## config.mk

```make
export PLATFORM = sky130hd
export DESIGN_NAME = bph_outq
export DESIGN_NICKNAME = d
export VERILOG_FILES = /design/src/hdl/bph_pkg.sv /design/src/hdl/bph_outq.sv
export SDC_FILE = /design/constraint.sdc
export NUM_CORES = 1
export LEC_CHECK = 0
export BUFFER_PORTS_ARGS = -buffer_cell sky130_fd_sc_hd__buf_2
export CAP_MARGIN = 20
export CORE_ASPECT_RATIO = 0.6
export CORE_MARGIN = 5
export CORE_UTILIZATION = 25
export CTS_CLUSTER_DIAMETER = 80
export DETAILED_ROUTE_END_ITERATION = 7
export PLACE_DENSITY = 0.42
export SLEW_MARGIN = 20
export SYNTH_ARGS = -nofsm -noshare
export SYNTH_HDL_FRONTEND = slang
export SYNTH_SLANG_ARGS = --single-unit
```

## constraint.sdc

```tcl
create_clock -name clk -period 4.9 [get_ports clk]
set_clock_uncertainty 0.1 [all_clocks]
set_input_delay 0.245 -clock clk [delete_from_list [all_inputs] [get_ports clk]]
set_output_delay 0.245 -clock clk [all_outputs]
set_load 0.02 [all_outputs]
```

## src/hdl/bph_pkg.sv

```systemverilog
// Shared types, constants and helpers of the binned pixel histogram.
package bph_pkg;

	localparam int MAX_BINS   = 256;
	localparam int COUNT_BITS = 24;

	localparam int SAMPLE_W    = 8;
	localparam int BIN_CNT_W   = 9;
	localparam int LEVEL_SHIFT = SAMPLE_W;
	localparam int TALLY_W     = 24;
	localparam int LANES       = 3;
	localparam int RES_W       = LANES * TALLY_W;
	localparam int ADDR_W      = (MAX_BINS > 1) ? $clog2(MAX_BINS) : 1;
	localparam int EXT_W       = (COUNT_BITS > TALLY_W) ? COUNT_BITS : TALLY_W;
	localparam int PROD_W      = SAMPLE_W + BIN_CNT_W;

	localparam logic KIND_PIXEL = 1'b0;
	localparam logic KIND_READ  = 1'b1;

	localparam logic REG_BIN_COUNT   = 1'b0;
	localparam logic REG_COLOUR_MODE = 1'b1;

	localparam logic [BIN_CNT_W-1:0] BIN_COUNT_RST = BIN_CNT_W'(256);
	localparam logic [BIN_CNT_W-1:0] BINS_LIMIT    = BIN_CNT_W'(MAX_BINS);
	localparam logic [ADDR_W-1:0]    LAST_ADDR     = ADDR_W'(MAX_BINS - 1);
	localparam logic [COUNT_BITS-1:0] COUNT_MAX    = '1;

	typedef struct packed {
		logic count;
		logic read;
		logic clear;
	} lane_op_t;

	typedef struct packed {
		logic              busy;
		logic [ADDR_W-1:0] addr;
	} sweep_t;

	// Clamp the raw bin count register into 1..MAX_BINS.
	function automatic logic [BIN_CNT_W-1:0] clamp_bins(input logic [BIN_CNT_W-1:0] raw);
		logic [BIN_CNT_W-1:0] b;
		b = raw;
		if (raw == '0)
			b = BIN_CNT_W'(1);
		else if (raw > BINS_LIMIT)
			b = BINS_LIMIT;
		return b;
	endfunction

	// Low tally bits of a count, zero filled when the count is narrower.
	function automatic logic [TALLY_W-1:0] to_tally(input logic [COUNT_BITS-1:0] cnt);
		logic [EXT_W-1:0] ext;
		ext = EXT_W'(cnt);
		return ext[TALLY_W-1:0];
	endfunction

endpackage

```

## src/hdl/bph_outq.sv

```systemverilog
// Two-entry result queue that decouples the count pipeline from the receiver.
module bph_outq import bph_pkg::*; (
	input  logic             clk,
	input  logic             arst_n,
	input  logic             push,
	input  logic [RES_W-1:0] push_data,
	input  logic             pop_ready,
	output logic             pop_valid,
	output logic [RES_W-1:0] pop_data,
	output logic [1:0]       occ
);

	logic [RES_W-1:0] slot_q [2];
	logic             wr_ptr_q;
	logic             rd_ptr_q;
	logic [1:0]       cnt_q;
	logic             pop;

	assign pop_valid = (cnt_q != 2'd0);
	assign pop_data  = slot_q[rd_ptr_q];
	assign pop       = pop_valid && pop_ready;
	assign occ       = cnt_q;

	always_ff @(posedge clk) begin
		if (push)
			slot_q[wr_ptr_q] <= push_data;
	end

	always_ff @(posedge clk or negedge arst_n) begin
		if (!arst_n) begin
			wr_ptr_q <= 1'b0;
			rd_ptr_q <= 1'b0;
			cnt_q    <= 2'd0;
		end else begin
			if (push)
				wr_ptr_q <= ~wr_ptr_q;
			if (pop)
				rd_ptr_q <= ~rd_ptr_q;
			cnt_q <= cnt_q + 2'(push) - 2'(pop);
		end
	end

endmodule

```

==> impl_metrics.yaml <==
outcome:
  status: "complete, no violations"
sta:
  drv_slew: 0
  final.setup.tns_ps: 0
  setup_violations: 0
  period_minus_slack_ps: 2400
  fmax_ghz: 0.416
  grt_setup_unrepaired: "no"
  tightest_slew_ps: 1080
  max_slew_margin_pct: 28.3
  fin_crit_sh_pct: 49.1
  hold_viol_final: 0
route:
  wl_per_cell_um: 15.2
  drtIter0Drc: 81
  highest_layer: "met4"
  vias_per_cell: 3.76
  wl_mm: 12.1
  drc_errors: 0
  ant_nets: 0
  vias: 3007
  drt-met1-wl_mm: 5.58
  dr.pass1.iters: 4
  met3_length_mm: 1.12
  met2_length_mm: 5.32
worst_hold_path:
  hold_class: "input port to asynchronous set/reset pin"
clock_network:
  postCtsSetupRepairBufs: 0
  tritoncts: "done"
  numCtsBuffers: 17
  path_clk_slew_ps: 60
  htreeDepth: 4
  clockRootBuffer: "clkbuf_16"
  cts_sinks: 148
  cts_resized: 0
  clk_latency_ps: 410
  cts_buffer_depth: 2
  ctsHoldBuffers: 74
placed_design:
  dpl.hpwl_mm: 7.44
  finalWeightedCongestion: 0.652
  io_buffers: 150
grt:
  grt_max_degree: 73
  antenna_found_initial: 0
  grt_overflow: 0
  grt_usage_pct: 9.53
  grt_pass1_wl_mm: 18.7
  grt_pass1_vias: 3389
setup_path:
  cp-start-kind: "flop"
  endpoint_kind: "output pin"
  crit_slowest_cell: "buf_4"
  crit_type: "flop to output pin"
  critical_path_arrival_ps: 2060
  critical_path_required_ps: 4550
  cp_max_fo: 33
  worstPathCellList: "buf_4, mux2_2, buf_2"
  regToRegSetupSlack_ps: 2910
  max_stage_delay_ps: 550
finish:
  num-fill-cells: 2147
  nets: 557
  n_antenna_cell: 0
  area_delta_synth_final_pct: 39.6
  layout-drive-gt1-share_pct: 51.6
power_and_ir_drop:
  p_leak_nw: 3.19
  power.density_nw_per_um2: 558
  peakVddDrop_mv: 0.252
  power_w: 0.00447
die:
  rows: 42
  die_h_um: 127
  die_area_sq_um: 26200
  initial_core_util_pct: 25.7
  die_w_um: 206
  boundaryPins: 151
  coreArea_sq_um: 22300
synth:
  seq_area_frac_synth_pct: 77.1
  avgSynthCellArea_sq_um: 23.9
  synth_area_sq_um: 5740
  synthesis.nets: 318
  synth_cells: 240
  yosysWarningCount: 0
  synth-seq-cells: 148
  ys_types: 14
run:
  cap_violations: 0
==> routing by layer <==
layer	GRT usage [%]	vias to the layer above
li1	-	1427
met1	12.0	1477
met2	14.0	94
met3	4.94	9
met4	3.66	0
met5	0	-
==> layout by cell type, fill, tap and decap left out <==
master	netlist	final
o21a_1	1	1
nor2b_4	0	1
buf_2	0	150
edfxtp_1	144	144
mux2_2	3	3
dfrtp_4	0	1
clkbuf_16	0	17
xnor2_1	2	2
buf_4	0	4
ha_1	2	2
clkinvlp_4	0	2
inv_6	0	1
dlygate4sd3_1	0	74
xor2_1	2	2
clkinv_2	0	3
mux2_4	69	69
clkbuf_1	0	4
dfrtp_1	4	3
clkinv_1	0	4
clkinv_4	0	1
or2_2	1	1
inv_1	2	2
and2_4	0	1
==> final timing paths <==
path,start,to,depth (start not counted)
worst min register to register,wr_ptr_q$_DFFE_PN0P_,wr_ptr_q$_DFFE_PN0P_,1
max in group asynchronous,arst_n,rd_ptr_q$_DFFE_PN0P_,2
worst max-delay path,rd_ptr_q$_DFFE_PN0P_,pop_data[71],3
worst min-delay path,arst_n,rd_ptr_q$_DFFE_PN0P_,2
min in group clk,pop_ready,rd_ptr_q$_DFFE_PN0P_,3
worst max register to register,wr_ptr_q$_DFFE_PN0P_,slot_q[1][6]$_DFFE_PP_,2
==> where the power goes <==
part	total (W)	internal (W)	switching, W
clock	0.00113	0.000638	0.000492
combinational	0.00158	0.000698	0.000878
sequential	0.00176	0.00169	0.0000748
==> through the flow <==
stage / area (sq um) / worst slack (ps) / util [%] / hold WS [ps] / cells
2_1_floorplan: 5740 / 690 / - / -151 / 240
3_3_place_gp: 6770 / 2850 / 30.3 / -32.1 / 694
3_5_place_dp: 6770 / 2840 / 30.3 / -30.9 / 694
4_1_cts: 8010 / 2410 / 35.9 / 34.6 / 800
5_1_grt: 8010 / 2370 / 35.9 / 67.4 / 800
6_report: 8010 / 2500 / 35.9 / 65.7 / 800
==> cells in the mapped netlist <==
cell type	number	share of area, %
o21a_1	1	0.13
xnor2_1	2	0.31
xor2_1	2	0.31
buf_12	7	2.4
or2_2	1	0.11
dfrtp_1	4	1.7
edfxtp_1	144	75
inv_1	2	0.13
nor2b_1	1	0.11
mux2_2	3	0.59
ha_1	2	0.44
mux2_4	69	18
and2_1	1	0.11
buf_6	1	0.20
==> logic make-up after synthesis <==
group                      Yosys count  synth area share [%]
AOI/OAI and AO/OA                    1                 0.131
xor gates and xnor gates             4                 0.611
adders and majority gates            2                 0.436
buffers and inverters               10                  2.77
DFF                                148                  77.1
muxes                               72                  18.6
and+or+nand+nor                      3                 0.327
==> worst max-delay path, delay by kind of cell (launching register included) <==
kind	cells	cell delay, ps
buf+inv	2	710
flops	1	490
mux	1	400
==> cell type report <==
class                           instances  area (sq um)  share of cell area (%)
Clock buffer                           21           440                    5.50
Tap cell                              308           385                    4.81
Multi-Input combinational cell         82          1170                    14.6
Clock inverter                         11          62.6                   0.781
Timing Repair Buffer                  228          1520                    19.0
Inverter                                2          7.51                  0.0937
Sequential cell                       148          4430                    55.3
==> sequential cells by signal, summed over array words and instances (netlist names) <==
register  flops
occ           2
rd_ptr_q      1
wr_ptr_q      1
slot_q      144
No activity file was read; power rests on OpenSTA's default activity.
